## src/rtl/core/bad_ram.sv

```systemverilog
// generic single-write, single-read ram with registered read data
// no dependencies
module bad_ram #(
  parameter int unsigned WIDTH = 8,
  parameter int unsigned DEPTH = 16
) (
  input  logic                     clk_i,
  input  logic                     we_i,
  input  logic [$clog2(DEPTH)-1:0] waddr_i,
  input  logic [WIDTH-1:0]         wdata_i,
  input  logic                     re_i,
  input  logic [$clog2(DEPTH)-1:0] raddr_i,
  output logic [WIDTH-1:0]         rdata_o
);
  logic [WIDTH-1:0] mem [DEPTH];

  always_ff @(posedge clk_i) begin
    if (we_i) begin
      mem[waddr_i] <= wdata_i;
    end
    if (re_i) begin
      rdata_o <= mem[raddr_i];
    end
  end
endmodule

```

## config.mk

```make
export PLATFORM = sky130hd
export DESIGN_NAME = bad_ram
export DESIGN_NICKNAME = d
export VERILOG_FILES = /design/src/rtl/core/bad_ram.sv
export SDC_FILE = /design/constraint.sdc
export NUM_CORES = 1
export LEC_CHECK = 0
export BUFFER_PORTS_ARGS = -buffer_cell sky130_fd_sc_hd__buf_2
export CAP_MARGIN = 20
export CORE_ASPECT_RATIO = 1.1
export CORE_UTILIZATION = 40
export CTS_BUF_LIST = sky130_fd_sc_hd__clkbuf_8
export DETAILED_ROUTE_END_ITERATION = 8
export GPL_TIMING_DRIVEN = 0
export PLACE_DENSITY = 0.65
export SYNTH_ARGS = -nofsm -noshare
export SYNTH_HDL_FRONTEND = slang
export SYNTH_SLANG_ARGS = --single-unit
```

## constraint.sdc

```tcl
create_clock -name clk_i -period 2 [get_ports clk_i]
set_input_delay 0.2 -clock clk_i [delete_from_list [all_inputs] [get_ports clk_i]]
set_output_delay 0.2 -clock clk_i [all_outputs]
set_load 0.05 [all_outputs]
```

Word level (Yosys, flattened, before mapping):

Memories as Yosys holds them, arrays and structs flattened. A register that Yosys moved wholly into a read port is not among the register bits.
Index checks and enable logic that the tools add are counted.

* register bits: 0
* memory bits (writable): 128
* memories: 1
* logic and storage cells: 3

* muxes and demuxes: 2

Memories
* mem: depth 16, width 8, rd ports 1, clocked after memory_dff 1, wr ports 1, RTL line 15 `logic [WIDTH-1:0] mem [DEPTH];`

Operators by type and width (count)
* 1-bit two-way mux: 2

Depth between registers and ports, before layout:

* word-level depth: 2
* mapped depth: 5
* gate-level depth less buffers: 3

Worst setup path before layout:

No wires, ideal clock.

* kind: input port to flip-flop
* start: input waddr_i[2]
* end: memory mem[0][0] (enable)
* setup slack: 0.307 ns
* cell stages on the path: 2
* arrival time: 1.310 ns
* cells stage by stage: or3b_2 nor3_1

RTL lines
* start, declared: RTL line 9 `input logic [$clog2(DEPTH)-1:0] waddr_i,`
* end, declared: RTL line 15

No word-level cell before the write port.

==> results.md <==
* Outcome: finished with violations
* Failing checks: DRC
* Netlist cell types at 18
* Slew HR at 0.400
* Crit start category: register
* First-pass iteration count of the detailed router at 6
* Flip-flop and latch area at roughly 0.004 sq mm
* Die H at 122 microns
* Fillers at around 1000
* Setup bufs post-CTS at 0
* DP Area at around 0.0056 sq mm
* Synth Register Bits at 136
* Share of post-route cells with drive strength above 1 at 0.301
* WP data required at around 2.2 ns
* Die Area at roughly 0.014 sq mm
* GR Util met3 at 0.0383
* IO Pins at 27
* Remaining global-route overflow at 0
* Slew @ Worst Pin at approximately 0.90 ns
* Insertion delay to the later sink of the worst-skew pair at ~0.43 ns
* Met2 Usage GRT at 0.245
* First-pass GRT wire length at 14600 microns
* Final Instance Area at ~0.0060 sq mm
* Crit path DAT at 1.79 ns
* Area Overhead vs Synth at 15.6%
* Multi-input gate area at about 0.0011 sq mm
* Via/cell ratio at between 5 and 6
* DRT Wirelength at about 10000 microns
* Fin crit share at 0.814
* Min-delay worst type: input port to register
* GR Util All Layers at 0.158
* CTS resizes at 0
* Synthesized area at 0.00523 sq mm
* Total number of vias at approximately 2500
* Mean post-synth cell area at roughly 23 sq um
* Clk root buf: clkbuf_8
* CTS tree: yes
* Final slew viol count at 0
* Top cell type by total area after synthesis: edfxtp_1
* 1st-iter DRT viols at 229
* Clk buf depth at 2
* Max Cap Violations at 0
* CTS Buf Count at 17
* Final-report hold violation count at 0
* DRC at 6
* Gate Count Post-Synth at between 200 and 250
* Busiest layer in global routing: met2
* Core area at between 0.01 and 0.015 sq mm
* Setup tns final at 0 ns
* Top cell type's share of synthesized area at 0.781
* DIE WIDTH at roughly 110 microns
* CP endpoint kind: register
* PortBufs at 25
* Fmax at 614 MHz
* Nets at around 300
* GPL Wtd Cong at roughly 0.80
* Post-cts hold buffer count at 0
* Synth Warn # at 0
* WL/cell at 22.4 microns
* RSZ-0062 raised after global routing: no
* Seq/Total Area, Yosys at 0.781
* Syn_nets at about 250
* Standby leakage power at 0.00200 uW
* Post-DRT Antenna Nets at 0
* Row Count at 43
* Skew final at approximately 0.007 ns
* GR Layer Usage met1 at 0.214
* Number of global-route vias before repair at roughly 2400
* Crit Path Class: register to register
* Max FO, Critical Path at 1
* Initial antenna violation count at 0
* Clk sink count at roughly 140
* Pwr Density at ~1000 mW/mm^2
* Reg clk slew, reported paths at roughly 0.080 ns
* Tmin final at about 1.6 ns
* Starting Density at 0.412
* Dpl hpwl at around 6400 microns
* # diodes at 0
* Ranking of synthesized cells by area: edfxtp_1, mux4_2, mux4_1, a22oi_1, nor2_1
* Finish-stage setup viols at 0
* Largest net degree at the start of global routing at 17
* Max VDD drop at roughly 0.6 mV
* H-tree depth at 4
## where the power goes
part | internal, uW | switching, uW | total, uW
Clock | 1590 | 1010 | 2610
Combinational | 125 | 227 | 352
Sequential | 3210 | 12.7 | 3220
Total | 4930 | 1250 | 6180
## sequential cells by signal, indices dropped and copies added, names as in the netlist
signal and cells:
mem 128, rdata_o 8
## layout by cell type (no fill, tap or decap), drive strengths merged, types with 2 or more instances in the layout
cell           synthesis  layout
a22oi                 16      16
nand2b                 2       2
nand2                  9       9
bufinv                 0       6
clkbuf                 0      17
nor3                   4       4
nand3b                 2       2
clkdlybuf4s25          3       3
clkinv                 0       3
mux4                  32      32
buf                    7      36
edfxtp               136     136
clkinvlp               0       4
nor2                  13      13
## critical path, stage by stage (launching register included)
cell and delay, ns:
edfxtp_1 0.36, mux4_1 0.53, a22oi_1 0.33, nand2_1 0.13
## metrics by stage
step / hold WS, ns / total power [uW] / setup slack, ns / cells / util
3_3_place_gp: 0.529 / 3630 / -0.241 / 411 / 0.437
4_1_cts: 0.0794 / 6230 / 0.391 / 446 / 0.476
2_1_floorplan: 0.299 / 3490 / 0.307 / 229 / -
5_1_grt: 0.0922 / 6360 / 0.329 / 446 / 0.476
6_report: 0.103 / 6180 / 0.373 / 446 / 0.476
3_5_place_dp: 0.544 / 3640 / 0.0723 / 415 / 0.439
## path summary, 6_finish.rpt
| path | startpoint | end | slack [ns] | cells past startpoint |
|---|---|---|---|---|
| max | mem[0][1]$_DFFE_PP_ | rdata_o[1]$_DFFE_PP_ | 0.37 | 3 |
| min | re_i | rdata_o[5]$_DFFE_PP_ | 0.10 | 1 |
| max reg2reg | mem[0][1]$_DFFE_PP_ | rdata_o[1]$_DFFE_PP_ | 0.37 | 3 |
| min reg2reg | mem[14][2]$_DFFE_PP_ | rdata_o[2]$_DFFE_PP_ | 0.76 | 3 |
## per-layer routing
metal	vias to the layer above	share of wire
met2	93	0.48
met4	0	0.013
met3	12	0.073
li1	1077	-
met1	1274	0.43
met5	-	0
## cell usage after synthesis (all sizes together)
library cell / count
and2b: 1
nand3b: 2
a22oi: 16
nand3: 1
or3b: 1
nor3: 4
nor2b: 1
clkdlybuf4s25: 3
nand2b: 2
nand2: 9
buf: 7
nor2: 13
and2: 1
mux4: 32
edfxtp: 136
## final cells by class
cell class | instances | area share
Tap cell | 157 | 0.0325
Multi-Input combinational cell | 83 | 0.175
Clock inverter | 14 | 0.0383
Buffer | 10 | 0.0143
Timing Repair Buffer | 29 | 0.0253
Clock buffer | 17 | 0.0387
Sequential cell | 136 | 0.676
## logic make-up (layout without fill, tap and decap cells)
| family | count (synthesis) | in the layout | share of synthesized area |
|---|---|---|---|
| and+or+nand+nor | 35 | 35 | 0.0314 |
| DFF | 136 | 136 | 0.781 |
| AOI/OAI and AO/OA | 16 | 16 | 0.0230 |
| muxes | 32 | 32 | 0.148 |
| buffers and inverters | 10 | 70 | 0.0165 |
No activity file was read; power rests on OpenSTA's default activity.
