--- src/rtl/core/bad_pkg.sv ---
// shared types, constants and helpers of the box average downsampler
// no dependencies
package bad_pkg;

  localparam int unsigned MAX_OUT_WIDTH = 1024;
  localparam int unsigned MAX_IN_DIM    = 4096;
  localparam int unsigned MAX_FACTOR    = 64;

  localparam int unsigned DIM_W   = $clog2(MAX_IN_DIM) + 1;
  localparam int unsigned POS_W   = $clog2(MAX_IN_DIM);
  localparam int unsigned XADDR_W = $clog2(MAX_OUT_WIDTH);
  localparam int unsigned FAC_W   = $clog2(MAX_FACTOR) + 1;
  localparam int unsigned SUM_W   = 8 + 2 * $clog2(MAX_FACTOR);
  localparam int unsigned AREA_W  = 2 * $clog2(MAX_FACTOR) + 1;
  localparam int unsigned ROW_W   = 3 * SUM_W;

  localparam logic [12:0] RST_IN_WIDTH   = 13'd512;
  localparam logic [12:0] RST_IN_HEIGHT  = 13'd512;
  localparam logic [10:0] RST_OUT_WIDTH  = 11'd64;
  localparam logic [12:0] RST_OUT_HEIGHT = 13'd64;
  localparam logic [1:0]  RST_FORMAT     = 2'd1;
  localparam logic [FAC_W-1:0] RST_FACTOR = FAC_W'(512 / 64);

  // configuration register indexes
  localparam logic [2:0] CFG_IN_WIDTH   = 3'd0;
  localparam logic [2:0] CFG_IN_HEIGHT  = 3'd1;
  localparam logic [2:0] CFG_OUT_WIDTH  = 3'd2;
  localparam logic [2:0] CFG_OUT_HEIGHT = 3'd3;
  localparam logic [2:0] CFG_FORMAT     = 3'd4;

  localparam logic [1:0] FMT_LUMA = 2'd0;

  typedef struct packed {
    logic       frame_start;
    logic [7:0] byte0;
    logic [7:0] byte1;
    logic [7:0] byte2;
    logic [7:0] byte3;
  } pix_t;

  typedef struct packed {
    logic [7:0]  blue;
    logic [7:0]  green;
    logic [7:0]  red;
    logic [9:0]  out_column;
    logic [11:0] out_row;
    logic        frame_done;
  } res_t;

  typedef struct packed {
    logic [2:0]  index;
    logic [12:0] data;
  } cfg_t;

  function automatic logic [DIM_W-1:0] clamp_dim(input logic [DIM_W-1:0] v,
                                                 input logic [DIM_W-1:0] hi);
    logic [DIM_W-1:0] r;
    r = v;
    if (v == '0) r = DIM_W'(1);
    else if (v > hi) r = hi;
    return r;
  endfunction

endpackage

--- src/rtl/core/bad_div.sv ---
// restoring divider, one quotient bit per cycle
// depends on bad_pkg
module bad_div (
  input  logic                          clk_i,
  input  logic                          rst_ni,
  input  logic                          start_i,
  input  logic [bad_pkg::SUM_W-1:0]     dividend_i,
  input  logic [bad_pkg::DIM_W-1:0]     divisor_i,
  output logic                          done_o,
  output logic [bad_pkg::SUM_W-1:0]     quotient_o
);
  localparam int unsigned CNT_W = $clog2(bad_pkg::SUM_W + 1);

  logic [CNT_W-1:0]              cnt_q;
  logic                          busy_q;
  logic [bad_pkg::DIM_W-1:0]     rem_q;
  logic [bad_pkg::DIM_W-1:0]     dvs_q;
  logic [bad_pkg::SUM_W-1:0]     quo_q;
  logic [bad_pkg::DIM_W:0]       shifted;
  logic                          fits;

  assign shifted = {rem_q, quo_q[bad_pkg::SUM_W-1]};
  assign fits    = shifted >= {1'b0, dvs_q};

  always_ff @(posedge clk_i or negedge rst_ni) begin
    if (!rst_ni) begin
      cnt_q  <= '0;
      busy_q <= 1'b0;
      done_o <= 1'b0;
      rem_q  <= '0;
      dvs_q  <= '0;
      quo_q  <= '0;
    end else begin
      // pulse on the last quotient bit
      done_o <= !start_i && busy_q && (cnt_q == CNT_W'(1));
      if (start_i) begin
        busy_q <= 1'b1;
        cnt_q  <= CNT_W'(bad_pkg::SUM_W);
        rem_q  <= '0;
        dvs_q  <= divisor_i;
        quo_q  <= dividend_i;
      end else if (busy_q) begin
        rem_q <= fits ? bad_pkg::DIM_W'(shifted - {1'b0, dvs_q})
                      : shifted[bad_pkg::DIM_W-1:0];
        quo_q <= {quo_q[bad_pkg::SUM_W-2:0], fits};
        cnt_q <= cnt_q - CNT_W'(1);
        if (cnt_q == CNT_W'(1)) begin
          busy_q <= 1'b0;
        end
      end
    end
  end

  assign quotient_o = quo_q;
endmodule

--- config.mk ---
export PLATFORM = sky130hd
export DESIGN_NAME = bad_div
export DESIGN_NICKNAME = d
export VERILOG_FILES = /design/src/rtl/core/bad_pkg.sv /design/src/rtl/core/bad_div.sv
export SDC_FILE = /design/constraint.sdc
export NUM_CORES = 1
export LEC_CHECK = 0
export ABC_AREA = 1
export BUFFER_PORTS_ARGS = -buffer_cell sky130_fd_sc_hd__buf_2
export CAP_MARGIN = 20
export CORE_ASPECT_RATIO = 1.75
export CORE_MARGIN = 5
export CORE_UTILIZATION = 56
export CTS_CLUSTER_SIZE = 28
export DETAILED_ROUTE_END_ITERATION = 8
export GPL_TIMING_DRIVEN = 0
export PLACE_DENSITY_LB_ADDON = 0.12
export SYNTH_ARGS = -nofsm -noshare
export SYNTH_HDL_FRONTEND = slang
export SYNTH_SLANG_ARGS = --single-unit
--- constraint.sdc ---
create_clock -name clk_i -period 2.4 [get_ports clk_i]
set_clock_uncertainty 0.2 [all_clocks]
set_input_delay 0.36 -clock clk_i [delete_from_list [all_inputs] [get_ports clk_i]]
set_output_delay 0.36 -clock clk_i [all_outputs]
set_load 0.005 [all_outputs]
; After elaboration in Yosys (flattened, before gate mapping)
; Cells that the tools add are included.
[classes]
n_eq_ne = 1
n_reduce_logical = 4
add_sub_neg = 2
order_cmp = 1
mux = 10
[op_table]
columns = op, count
row1 = 20-bit 2-to-1 mux, 2
row2 = 13-bit 2-to-1 mux, 3
row3 = 14-bit by 13-bit greater-or-equal comparator with 1-bit output, 1
row4 = 13-bit subtractor, 1
row5 = 5-bit 2-to-1 mux, 2
row6 = 5-bit by 1-bit equality test with 1-bit output (second input constant), 1
row7 = 5-bit by 1-bit subtractor with 5-bit output (second input constant), 1
row8 = 1-bit 2-to-1 mux, 3
row9 = 1-bit logical AND, 2
row10 = 2-bit nonzero test, 1
row11 = 1-bit logical NOT, 1
[totals]
wordCells = 24
regBits = 53
out_inout_bits = 21

; Depth between registers and ports, before layout
; Gate-level depths: netlist of run 1.
[depth]
depth_word = 4
mapped_depth = 12
depth_no_buf = 12

; Worst setup path after synthesis of run 1
; No wires, ideal clock.
[synth_timing]
path_type = flip-flop to flip-flop
from = reg quo_q, in the netlist quotient_o[19]
to = reg rem_q[11] in the netlist's numbering
setup_time_ps = 116
arrival_ps = 1698
period_less_slack_ps = 2014
stages_incl_launch_ff = 13
slack_ps = 386
required_time_ps = 2084
cell_sequence = dfrtp_1 > inv_1 > ha_1 > fa_1 > inv_1 > nand2_1 > nand3_2 > nand2_2 > nand3_4 > buf_8 > nand3_2 > nand2_1 > nand2_1
[synth_via]
elab_chain_len = 4
[synth_lines]
columns = item, line_no
row1 = start: declaration, bad_div.sv:18  ; logic [bad_pkg::SUM_W-1:0] quo_q;
row2 = start signal: assignment, bad_div.sv:41  ; quo_q <= dividend_i;
row3 = start signal: assignment, bad_div.sv:45  ; quo_q <= {quo_q[bad_pkg::SUM_W-2:0], fits};
row4 = 13-bit subtractor or 14-bit by 13-bit greater-or-equal comparator with 1-bit output (tied branches), "bad_div.sv:43, bad_div.sv:23"
row5 = 13-bit 2-to-1 mux (*), bad_div.sv:43  ; rem_q <= fits ? bad_pkg::DIM_W'(shifted - {1'b0, dvs_q})
row6 = 13-bit 2-to-1 mux (*), bad_div.sv:42  ; end else if (busy_q) begin
row7 = 13-bit 2-to-1 mux (*), bad_div.sv:36  ; if (start_i) begin
row8 = end signal: assignment, bad_div.sv:43
row9 = end: declaration, bad_div.sv:16  ; logic [bad_pkg::DIM_W-1:0] rem_q;
; Every way passes the cells marked *; elsewhere a longest branch is shown, timed or not. The select of a mux whose other input is x is not followed.
; A chain may end at the register's enable or synchronous reset.

; Worst setup path in the final report of run 1
[layout_timing]
from = reg rem_q[8] in the netlist's numbering
to = reg rem_q[7] in the netlist's numbering
[layout_via]
elab_chain_len = 4
[layout_lines]
columns = item, line_no
row1 = 14-bit by 13-bit greater-or-equal comparator with 1-bit output, bad_div.sv:23  ; assign fits = shifted >= {1'b0, dvs_q};
row2 = 13-bit 2-to-1 mux, bad_div.sv:43
row3 = 13-bit 2-to-1 mux, bad_div.sv:42
row4 = 13-bit 2-to-1 mux, bad_div.sv:36
; No other way between the ends. The select of a mux whose other input is x is not followed.

==> metrics.md, run 1 <==
| Metric | Value |
|---|---|
| Critical Path AT | `roughly 2.2 ns` |
| Number of filler instances in the final layout | `542` |
| Wire length of the first global-routing pass | `about 14000 µm` |
| Die area | `between 7000 and 8000 µm²` |
| Overall die height | `around 110 µm` |
| Instance count of the mapped netlist | `436` |
| Max FO, Critical Path | `10` |
| I/O Buffers | `56` |
| Site row count | `36` |
| Post-synthesis cell type count | `32` |
| Dominant cell type by area after synthesis | `sky130_fd_sc_hd__dfrtp_1` |
| Grt total ovfl | `0` |
| DRC marker count from the first detailed-route iteration | `183` |
| CTS H-tree depth | `2` |
| Leading cell types in the layout, fill and taps excluded | `sky130_fd_sc_hd__nand2_1, sky130_fd_sc_hd__inv_1, sky130_fd_sc_hd__buf_2` |
| Remaining DRCs | `0` |
| Initial cell density of the core | `0.578` |
| N_diodes | `0` |
| Crit path capture type | `register` |
| Run status | `finished clean` |
| Setup-failing EPs final | `0` |
| Period minus WS final | `2.23 ns` |
| Fmax | `approximately 450 MHz` |
| Highest ir drop seen on vdd | `~0.53 mV` |
| Total of max-cap violations | `0` |
| Critical path data required time | `about 2.4 ns` |
| Antenna violations before repair | `0` |
| Ratio of total power to cell area | `just under 900 nW/µm²` |
| Total track usage | `0.251` |
| Worst slew slack as a fraction of its limit | `0.606` |
| GPL Wtd Cong | `0.941` |
| Class of the most critical setup path | `register to register` |
| Final worst-path cycle share | `0.930` |
| Launching element type of the critical path | `register` |
| Final sum of negative setup slack | `0 ns` |
| Largest net degree at the start of global routing | `36` |
| Buffer depth of the longest clock path | `2` |
| Leakage power | `a little over 2 nW` |
| NumNets Final | `553` |
| Clock input transition at the sequential cells of the worst setup and hold paths | `roughly 0.10 ns` |
| CTS Sinks | `between 50 and 60` |
| Skew-Pair Late Insertion Delay | `0.32 ns` |
| Number of detailed-routing iterations run before antenna repair | `4` |
| Avg Synthesized Cell Area | `around 7.4 µm²` |
| Vias in the first global route | `a little over 3000` |
| Core box area | `between 5000 and 6000 µm²` |
| Die extent in x | `67.4 µm` |
| Half-perimeter wire length after detailed placement | `6620 µm` |
| Layout cells sized above 1 | `0.191` |
| Cell at the root of the clock tree | `sky130_fd_sc_hd__clkbuf_8` |
| Vias per Instance | `just over 5` |
| Syn Std Cell Area | `~3200 µm²` |
| Yosys Warn Count | `0` |
| Hold WC Path Type | `input pin to register` |
| Actual slew at the worst max-slew pin | `between 0.5 and 0.6 ns` |
| Wire length after detailed routing | `8440 µm` |
| Number of synthesized register bits | `53` |
| Area growth syn-to-layout | `15.3%` |
| Number of vias in the routed layout | `about 3000` |
| Antenna-violating nets left | `0` |
| Final Max Slew Viols | `0` |
| Most common cell after layout, fill and taps aside | `sky130_fd_sc_hd__nand2_1` |
| CTS tree | `built` |
| Setup Buffers After CTS | `0` |
| Portion of synthesized cell area occupied by the leading cell type | `0.411` |
| Power after layout | `about 3.3 mW` |
| Syn nets | `a little under 500` |
| RSZ-0062 raised after global routing | `false` |
| Boundary pin count | `between 50 and 60` |
| Part of the Yosys area used for sequential elements | `0.411` |
| Largest cells by area after synthesis | `sky130_fd_sc_hd__dfrtp_1, sky130_fd_sc_hd__nand2_1, sky130_fd_sc_hd__inv_1` |
| Routed wire per std cell | `14.6 µm` |
| Cts bufs inserted | `5` |
| Number of hold violations in the final report | `0` |
| Worst hold-check slack | `around 0.048 ns` |
==> synthesized netlist by cell type, drive strengths merged <==
| cell type | count |
|---|---|
| nand2 | 153 |
| inv | 77 |
| dfrtp | 53 |
| nand3 | 39 |
| nor2 | 19 |
| o21ai | 18 |
| nand4 | 16 |
| ha | 15 |
| buf | 9 |
| o221ai | 9 |
| clkbuf | 6 |
| a21oi | 5 |
| o211ai | 5 |
| xnor2 | 3 |
| xor2 | 2 |
| a21boi | 1 |
| and2 | 1 |
| fa | 1 |
| nor4 | 1 |
| o21bai | 1 |
| o22ai | 1 |
| or2 | 1 |
==> final cells by class <==
type	instances	area [µm²]	share of cell area
Tap cell	76	95.1	0.0255
Inverter	77	289	0.0776
Multi-Input combinational cell	291	1540	0.414
Timing Repair Buffer	58	310	0.0833
Sequential cell	53	1330	0.356
Clock buffer	6	72.6	0.0195
Buffer	15	75.1	0.0202
Clock inverter	2	15.0	0.00403
==> final timing paths <==
path | startpoint | endpoint | slack, ns | cells past startpoint
min in group asynchronous | rst_ni | dvs_q[2] | 0.31 | 2
worst min-delay path | divisor_i[3] | dvs_q[3] | 0.05 | 3
worst max register to register | rem_q[8] | rem_q[7] | 0.17 | 10
worst max-delay path | rem_q[8] | rem_q[7] | 0.17 | 10
worst min register to register | cnt_q[3] | cnt_q[3] | 0.30 | 1
max in group asynchronous | rst_ni | quotient_o[7] | 1.14 | 3
==> critical path, stage by stage (launching register included) <==
cell                      delay [ns]
sky130_fd_sc_hd__dfrtp_1        0.42
sky130_fd_sc_hd__ha_1           0.40
sky130_fd_sc_hd__nand2_2        0.13
sky130_fd_sc_hd__inv_2          0.05
sky130_fd_sc_hd__nand2_1        0.05
sky130_fd_sc_hd__nand2_1        0.07
sky130_fd_sc_hd__a21oi_2        0.19
sky130_fd_sc_hd__buf_2          0.29
sky130_fd_sc_hd__nand4_1        0.13
sky130_fd_sc_hd__nand3_1        0.13
sky130_fd_sc_hd__nand2_1        0.06
==> cells by family after synthesis <==
logic type / count (synthesis) / synth area share
AO/OA/AOI/OAI: 40 / 0.0795
XOR/XNOR: 5 / 0.0136
adder cells (fa/ha/maj): 16 / 0.0643
buffers and inverters: 92 / 0.113
flip-flops: 53 / 0.411
AND/OR/NAND/NOR: 230 / 0.319
==> per-layer routing <==
layer	track usage	wire (µm)	part of all wire	up-vias
met5	0	0	0	-
met4	0.0921	224	0.027	0
met3	0.0539	438	0.052	19
met2	0.447	4640	0.55	82
met1	0.280	3140	0.37	1374
li1	-	-	-	1505
==> report_power, final <==
part / switching, mW / internal, mW
Sequential: 0.109 / 1.04
Clock: 0.314 / 0.206
Combinational: 1.01 / 0.615
Total: 1.44 / 1.86
==> per-stage QoR <==
step | setup slack, ns | std cells | instance area, µm² | utilization
after floorplan | 0.386 | 436 | 3230 | -
final | 0.168 | 578 | 3720 | 0.667
after global placement | 0.119 | 568 | 3600 | 0.645
after detailed placement | 0.125 | 569 | 3620 | 0.649
after global routing | 0.0395 | 578 | 3720 | 0.667
after CTS | 0.0776 | 578 | 3720 | 0.666
==> what timing repair did <==
action | CTS | global route
hold endpoints to repair | 18 | 0
hold buffers | 1 | 0
resized for setup | 0 | 2
endpoints found under the setup margin | 0 | 10
==> flip-flops by register name, indices dropped and copies added, names as in the netlist <==
signal / flops
busy_q: 1
cnt_q: 5
done_o: 1
dvs_q: 13
quotient_o: 20
rem_q: 13
Power figures use the tool's default switching activity.
==> run 2: changes to the inputs <==
- CORE_UTILIZATION: 56 -> 38
==> run 2 against run 1 <==
- worst setup slack got worse by 0.058 ns
- via count increased by 0.50%
- maximum frequency decreased by 2.5%
- critical path type unchanged
- clock power increased by 49%
- clock-buffer cell count unchanged
- core utilization decreased by 20 points
- combinational power about the same
- sequential power about the same
- sequential cell count unchanged
- cell count increased by 6.7%
- die area increased by 41%
- first-iteration DRC count decreased by 50%
==> metrics.md, run 2 (same netlist as run 1, synthesis figures left out) <==
| Metric | Value |
|---|---|
| Setup Buffers After CTS | `0 (unchanged)` |
| Antenna violations before repair | `0 (unchanged)` |
| Remaining DRCs | `0 (unchanged)` |
| Largest net degree at the start of global routing | `38 (+5.6%)` |
| Switching power | `1.46 mW (+1.6%)` |
| Critical path data required time | `2.38 ns (-0.03 ns)` |
| RSZ-0062 raised after global routing | `false` |
| Crit path capture type | `register` |
| Launching element type of the critical path | `register` |
| N_diodes | `0 (unchanged)` |
| Delay contributed by the slowest stage of the critical path | `0.40 ns (-0.02 ns)` |
| Period minus WS final | `2.29 ns (+0.0579 ns)` |
| Leakage power | `2.11 nW (+2.0%)` |
| Wire length after detailed routing | `9020 µm (+6.9%)` |
| Number of detailed-routing iterations run before antenna repair | `4 (unchanged)` |
| Switching power as a share of total power | `0.413 (-0.0226)` |
| Total of max-cap violations | `0 (unchanged)` |
| Run status | `finished clean` |
| Antenna-violating nets left | `0 (unchanged)` |
| CTS H-tree depth | `2 (unchanged)` |
| Cell-internal power | `2.07 mW (+11%)` |
| Power after layout | `3.53 mW (+7.1%)` |
| Class of the most critical setup path | `register to register` |
| Total track usage | `0.182 (-0.0691)` |
| Buffer depth of the longest clock path | `2 (unchanged)` |
| Grt total ovfl | `0 (unchanged)` |
| Hold WC Path Type | `input pin to register` |
| Die extent in x | `79.7 µm (+18%)` |
| CTS tree | `built` |
| Family of cells with the greatest summed delay on the critical path | `simple AND/OR/NAND/NOR gates` |
| Standard cell with the maximum stage delay on the critical path | `sky130_fd_sc_hd__fa_1` |
| I/O Buffers | `56 (unchanged)` |
| Site row count | `44 (+22%)` |
| Layout cells sized above 1 | `0.189 (-0.00199)` |
| Max reg flops | `20 (unchanged)` |
| CTS Sinks | `53 (unchanged)` |
| Setup-failing EPs final | `0 (unchanged)` |
| Worst slew slack as a fraction of its limit | `0.585 (-0.0210)` |
| NumNets Final | `553 (unchanged)` |
| Leading cell types in the layout, fill and taps excluded | `sky130_fd_sc_hd__nand2_1, sky130_fd_sc_hd__inv_1, sky130_fd_sc_hd__buf_2` |
| Number of hold violations in the final report | `0 (unchanged)` |
| Wire length of the first global-routing pass | `14900 µm (+4.5%)` |
| Fmax | `437 MHz (-2.5%)` |
| Core box area | `8310 µm² (+49%)` |
| Die area | `10500 µm² (+41%)` |
| Max FO, Critical Path | `3 (-7)` |
| Total placed instance area | `3670 µm² (+1.3%)` |
| Clock power share | `0.219 (+0.061)` |
| Cts bufs inserted | `5 (unchanged)` |
| Number of vias in the routed layout | `2995 (+0.50%)` |
| Final Max Slew Viols | `0 (unchanged)` |
| Initial cell density of the core | `0.388 (-0.190)` |
| Post-route standard cell area excluding fillers | `3840 µm² (+3.1%)` |
| Critical Path AT | `2.27 ns (+0.03 ns)` |
| Sequential cell fraction of total power | `0.325 (-0.024)` |
| Half-perimeter wire length after detailed placement | `7130 µm (+7.8%)` |
| Ratio of total power to cell area | `920 nW/µm² (+3.9%)` |
| Most frequent cell on the critical path | `sky130_fd_sc_hd__nand2_1` |
| Overall die height | `132 µm (+19%)` |
| Combinational fraction of design power | `0.456 (-0.038)` |
| Final sum of negative setup slack | `0 ns (unchanged)` |
| Routed wire per std cell | `14.6 µm (+0.14%)` |
| Most common cell after layout, fill and taps aside | `sky130_fd_sc_hd__nand2_1` |
| Final worst-path cycle share | `0.954 (+0.0241)` |
| GPL Wtd Cong | `0.897 (-4.7%)` |
| Skew-Pair Late Insertion Delay | `0.30 ns (-0.02 ns)` |
| Critical path buffer and inverter count | `2 (unchanged)` |
| Cell at the root of the clock tree | `sky130_fd_sc_hd__clkbuf_16` |
| Number of filler instances in the final layout | `864 (+59%)` |
| Actual slew at the worst max-slew pin | `0.622 ns (+0.0315 ns)` |
| Clock input transition at the sequential cells of the worst setup and hold paths | `0.08 ns (-0.02 ns)` |
| Area growth syn-to-layout | `18.9%` |
| Crit path cell chain | `inv_1 -> ha_1 -> fa_1 -> inv_1 -> nand3_1 -> nand3_1 -> nand2_1 -> nand2_1 -> xor2_1 -> nand2_1 -> nand3_1 -> nand2_1` |
| Highest ir drop seen on vdd | `0.348 mV (-34%)` |
| Boundary pin count | `57 (unchanged)` |
| Vias per Instance | `4.85 (-5.8%)` |
| DRC marker count from the first detailed-route iteration | `91 (-50%)` |
| Vias in the first global route | `3200 (+3.6%)` |
## run 2: final cells by class
type	count	area (µm²)	share of cell area
Timing Repair Buffer	58	310	0.0808
Multi-Input combinational cell	291	1540	0.401
Clock inverter	2	17.5	0.00456
Clock buffer	6	139	0.0362
Inverter	77	289	0.0753
Buffer	15	75.1	0.0196
Tap cell	115	144	0.0375
Sequential cell	53	1330	0.346
## run 2: metal layers
metal | up-vias | global-route usage | part of all wire
met2 | 64 | 0.338 | 0.55
met4 | 0 | 0.0918 | 0.041
met1 | 1396 | 0.186 | 0.37
li1 | 1510 | - | -
met5 | - | 0 | 0
met3 | 25 | 0.0363 | 0.038
## run 2: path summary, 6_finish.rpt
| kind | from | endpoint | slack, ns | cells past startpoint |
|---|---|---|---|---|
| max in group asynchronous | rst_ni | rem_q[10] | 1.12 | 3 |
| hold reg to reg | cnt_q[3] | cnt_q[3] | 0.30 | 1 |
| min in group asynchronous | rst_ni | dvs_q[6] | 0.34 | 2 |
| hold / removal | divisor_i[0] | dvs_q[0] | 0.07 | 3 |
| setup / recovery | quotient_o[19] | rem_q[8] | 0.11 | 12 |
| setup reg to reg | quotient_o[19] | rem_q[8] | 0.11 | 12 |
## run 2: repair_timing
item / in CTS / in global routing
endpoints found under the hold margin: 16 / 0
hold buffers: 1 / 0
resized for setup: 0 / 0
## run 2: through the flow
step	instances	worst slack (ns)	utilization	hold slack (ns)
4_1_cts	617	0.109	0.462	0.0562
2_1_floorplan	436	0.386	-	-0.136
5_1_grt	617	0.0178	0.462	0.0796
3_5_place_dp	608	0.138	0.442	0.136
3_3_place_gp	607	0.131	0.439	0.290
6_report	617	0.110	0.462	0.0666
## run 2: tightest hold or removal path: cells and delay by family
family | cells | cell delay [ns]
simple gates | 2 | 0.09
buf+inv | 1 | 0.08
## run 2: power by group through the flow
stage	combinational (mW)	sequential (mW)	clock, mW
after floorplan	1.22	1.14	0
after global placement	1.61	1.16	0
after detailed placement	1.63	1.16	0
after CTS	1.63	1.15	0.798
after global routing	1.84	1.17	0.826
final	1.61	1.15	0.774
==> run 3: changes to the inputs <==
- RECOVER_POWER: unset -> 100
- clock period: 2.4 -> 2 ns (I/O delays scaled with it)
==> run 3 against run 2 <==
- the run now ends with negative setup slack left
- die area stayed put
- routed wire length up 8.6%
- worst setup slack got worse by 0.17 ns
- combinational power rose by 70%
- first-iteration DRC count rose by 81%
- largest cell class unchanged
==> metrics.md, run 3 (same netlist as run 1, synthesis figures left out) <==
| Metric | Value |
|---|---|
| Fin worst setup slack | `-0.0619 ns (-0.172 ns)` |
| Vias in the first global route | `3238 (+1.2%)` |
| Period minus WS final | `2.06 ns (-0.228 ns)` |
| Register-to-Register Path Depth | `11 (-1)` |
| RR Startpoint | `dvs_q[0]` |
| Setup-failing EPs final | `12 (+12)` |
| Combinational fraction of design power | `0.531 (+0.075)` |
| Layout cells sized above 1 | `0.285 (+0.0962)` |
| Violations in the final reports | `negative setup slack` |
| CTS tree | `built` |
| Boundary pin count | `57 (unchanged)` |
| Die extent in x | `79.7 µm (unchanged)` |
| Antenna violations before repair | `0 (unchanged)` |
| DRC marker count from the first detailed-route iteration | `165 (+81%)` |
| Total track usage | `0.191 (+0.00907)` |
| Largest net degree at the start of global routing | `38 (unchanged)` |
| Crit path cell chain | `ha_2 -> fa_2 -> inv_4 -> nand3_2 -> nand3_2 -> nand2_2 -> nand2_2 -> xor2_1 -> nand2_1 -> nand3_1 -> nand2_1` |
| Final Max Slew Viols | `0 (unchanged)` |
| Die area | `10500 µm² (unchanged)` |
| Total of max-cap violations | `0 (unchanged)` |
| Actual slew at the worst max-slew pin | `1.02 ns (+0.402 ns)` |
| Number of filler instances in the final layout | `796 (-7.9%)` |
| Sequential cell fraction of total power | `0.274 (-0.051)` |
| Vias per Instance | `4.91 (+1.1%)` |
| Critical Path AT | `2.05 ns (-0.22 ns)` |
| Max FO, Critical Path | `3 (unchanged)` |
| Number of hold violations in the final report | `0 (unchanged)` |
| Class of the most critical setup path | `register to register` |
| I/O Buffers | `56 (unchanged)` |
| Leading cell types in the layout, fill and taps excluded | `sky130_fd_sc_hd__nand2_1, sky130_fd_sc_hd__inv_1, sky130_fd_sc_hd__dfrtp_1` |
| Area growth syn-to-layout | `33.3%` |
| Clock input transition at the sequential cells of the worst setup and hold paths | `0.07 ns (about the same)` |
| Launching element type of the critical path | `register` |
| Remaining DRCs | `0 (unchanged)` |
| Number of detailed-routing iterations run before antenna repair | `4 (unchanged)` |
| Wire length of the first global-routing pass | `15600 µm (+4.4%)` |
| Number of vias in the routed layout | `3127 (+4.4%)` |
| Cell at the root of the clock tree | `sky130_fd_sc_hd__clkbuf_16` |
| Cell-internal power | `3.06 mW (+47%)` |
| Wire length after detailed routing | `9800 µm (+8.6%)` |
| Buffer depth of the longest clock path | `2 (unchanged)` |
| Clock power share | `0.195 (-0.024)` |
| N_diodes | `0 (unchanged)` |
| Highest ir drop seen on vdd | `0.879 mV (+150%)` |
| Delay contributed by the slowest stage of the critical path | `0.42 ns (+0.02 ns)` |
| Half-perimeter wire length after detailed placement | `7230 µm (+1.4%)` |
| Switching power | `2.09 mW (+43%)` |
| Initial cell density of the core | `0.388 (unchanged)` |
| Worst slew slack as a fraction of its limit | `0.317 (-0.268)` |
| Family of cells with the greatest summed delay on the critical path | `adder cells` |
| Overall die height | `132 µm (unchanged)` |
| Path length in cells of the critical path | `11 (-1)` |
| GPL Wtd Cong | `0.887 (-1.1%)` |
| Cts bufs inserted | `5 (unchanged)` |
| Critical path data required time | `1.99 ns (-0.39 ns)` |
| CTS Sinks | `53 (unchanged)` |
| Routed wire per std cell | `15.4 µm (+5.2%)` |
| Final worst-path cycle share | `1.03 (+0.0766)` |
| Number of cells on the worst hold path | `3 (unchanged)` |
| Hold path start | `dividend_i[15]` |
| Hold WC Path Type | `input pin to register` |
| Worst hold-check slack | `0.00756 ns (-0.0591 ns)` |
| CTS H-tree depth | `2 (unchanged)` |
| GRT met1 Usage | `0.192 (+0.00650)` |
| NumNets Final | `573 (+3.6%)` |
| Ratio of total power to cell area | `1200 nW/µm² (+30%)` |
| Critical path buffer and inverter count | `1 (-1)` |
| Launch point of the worst path | `dvs_q[0]` |
| Run status | `finished, violations left` |
| Crit path capture type | `register` |
| Antenna-violating nets left | `0 (unchanged)` |
| Skew-Pair Late Insertion Delay | `0.30 ns (about the same)` |
| Post-route standard cell area excluding fillers | `4300 µm² (+12%)` |
| Leakage power | `2.22 nW (+5.3%)` |
| Most common cell after layout, fill and taps aside | `sky130_fd_sc_hd__nand2_1` |
| Total placed instance area | `3670 µm² (about the same)` |
| Max reg flops | `20 (unchanged)` |
| Switching power as a share of total power | `0.406 (-0.00651)` |
| Met2 track demand over resource in global routing | `0.360 (+0.0228)` |
| Grt total ovfl | `0 (unchanged)` |
| Met3 demand-to-capacity share in global routing | `0.0356 (-0.000684)` |
| Core box area | `8310 µm² (unchanged)` |
| RSZ-0062 raised after global routing | `true` |
| Most heavily used metal layer in global routing | `met2` |
| Site row count | `44 (unchanged)` |
| Fmax | `485 MHz (+11%)` |
| Standard cell with the maximum stage delay on the critical path | `sky130_fd_sc_hd__dfrtp_1` |
-- run 3: cell types whose count changed in the layout (fill, tap and decap cells not counted), moves of 3 or more --
cell,delta
sky130_fd_sc_hd__nand3_1,-11
sky130_fd_sc_hd__nand2_2,+12
sky130_fd_sc_hd__clkbuf_1,+15
sky130_fd_sc_hd__buf_4,+19
sky130_fd_sc_hd__buf_2,-17
sky130_fd_sc_hd__inv_2,+5
sky130_fd_sc_hd__nand2_4,+3
sky130_fd_sc_hd__nor2_4,+3
sky130_fd_sc_hd__nand2_1,-15
sky130_fd_sc_hd__buf_6,+3
sky130_fd_sc_hd__nand3_2,+10
sky130_fd_sc_hd__inv_1,-6
sky130_fd_sc_hd__ha_1,-12
sky130_fd_sc_hd__ha_4,+11
-- run 3: layout make-up --
cell class	instances	area, µm²	share of cell area
tap	115	144	0.0334
inverter	77	292	0.0678
multi-input combinational	291	1830	0.425
sequential	53	1330	0.308
timing repair buffer	78	462	0.107
buffer	15	83.8	0.0195
clock buffer	6	129	0.0300
clock inverter	2	38.8	0.00901
-- run 3: power groups by stage --
stage | sequential (mW) | clock, mW | combinational [mW]
finish | 1.41 | 1.00 | 2.74
floorplan | 1.37 | 0 | 1.47
global placement | 1.39 | 0 | 1.93
detailed placement | 1.40 | 0 | 1.95
CTS | 1.39 | 1.03 | 2.41
global route | 1.43 | 1.06 | 3.02
-- run 3: worst paths after layout --
| check | end | slack (ns) |
|---|---|---|
| min | quotient_o[15] | 0.008 |
| min in group asynchronous | dvs_q[6] | 0.50 |
| max in group asynchronous | rem_q[11] | 0.23 |
| max | rem_q[8] | -0.06 |
| min reg2reg | cnt_q[3] | 0.29 |
| max reg2reg | rem_q[8] | -0.06 |
-- run 3: worst register-to-register path, cell delays in order (launching register included) --
cell                      delay [ns]
sky130_fd_sc_hd__dfrtp_1        0.42
sky130_fd_sc_hd__ha_2           0.20
sky130_fd_sc_hd__fa_2           0.37
sky130_fd_sc_hd__inv_4          0.10
sky130_fd_sc_hd__nand3_2        0.07
sky130_fd_sc_hd__nand3_2        0.12
sky130_fd_sc_hd__nand2_2        0.07
sky130_fd_sc_hd__nand2_2        0.07
sky130_fd_sc_hd__xor2_1         0.14
sky130_fd_sc_hd__nand2_1        0.07
sky130_fd_sc_hd__nand3_1        0.07
sky130_fd_sc_hd__nand2_1        0.05
-- run 3: per-layer routing --
layer | vias up | wire length (µm)
li1 | 1553 | -
met1 | 1480 | 3490
met2 | 70 | 5590
met3 | 24 | 375
met4 | 0 | 343
met5 | - | 0
-- run 3: metrics by stage --
| step | TNS (ns) | setup WS (ns) | utilization | std cells | total power [mW] |
|---|---|---|---|---|---|
| 6_report | -0.382 | -0.0619 | 0.518 | 637 | 5.15 |
| 5_1_grt | -1.88 | -0.143 | 0.518 | 637 | 5.51 |
| 2_1_floorplan | 0 | 0.0356 | - | 436 | 2.84 |
| 3_3_place_gp | -2.05 | -0.217 | 0.440 | 607 | 3.32 |
| 4_1_cts | -1.12 | -0.103 | 0.493 | 629 | 4.82 |
| 3_5_place_dp | -2.15 | -0.222 | 0.442 | 608 | 3.35 |
-- run 3: what timing repair did --
action	4_1_cts	5_1_grt
pin swaps	10	21
resized for setup	31	35
hold endpoints to repair	16	0
buffers inserted	11	9
cloned	1	0
hold buffers	1	0
setup endpoints to repair	15	14
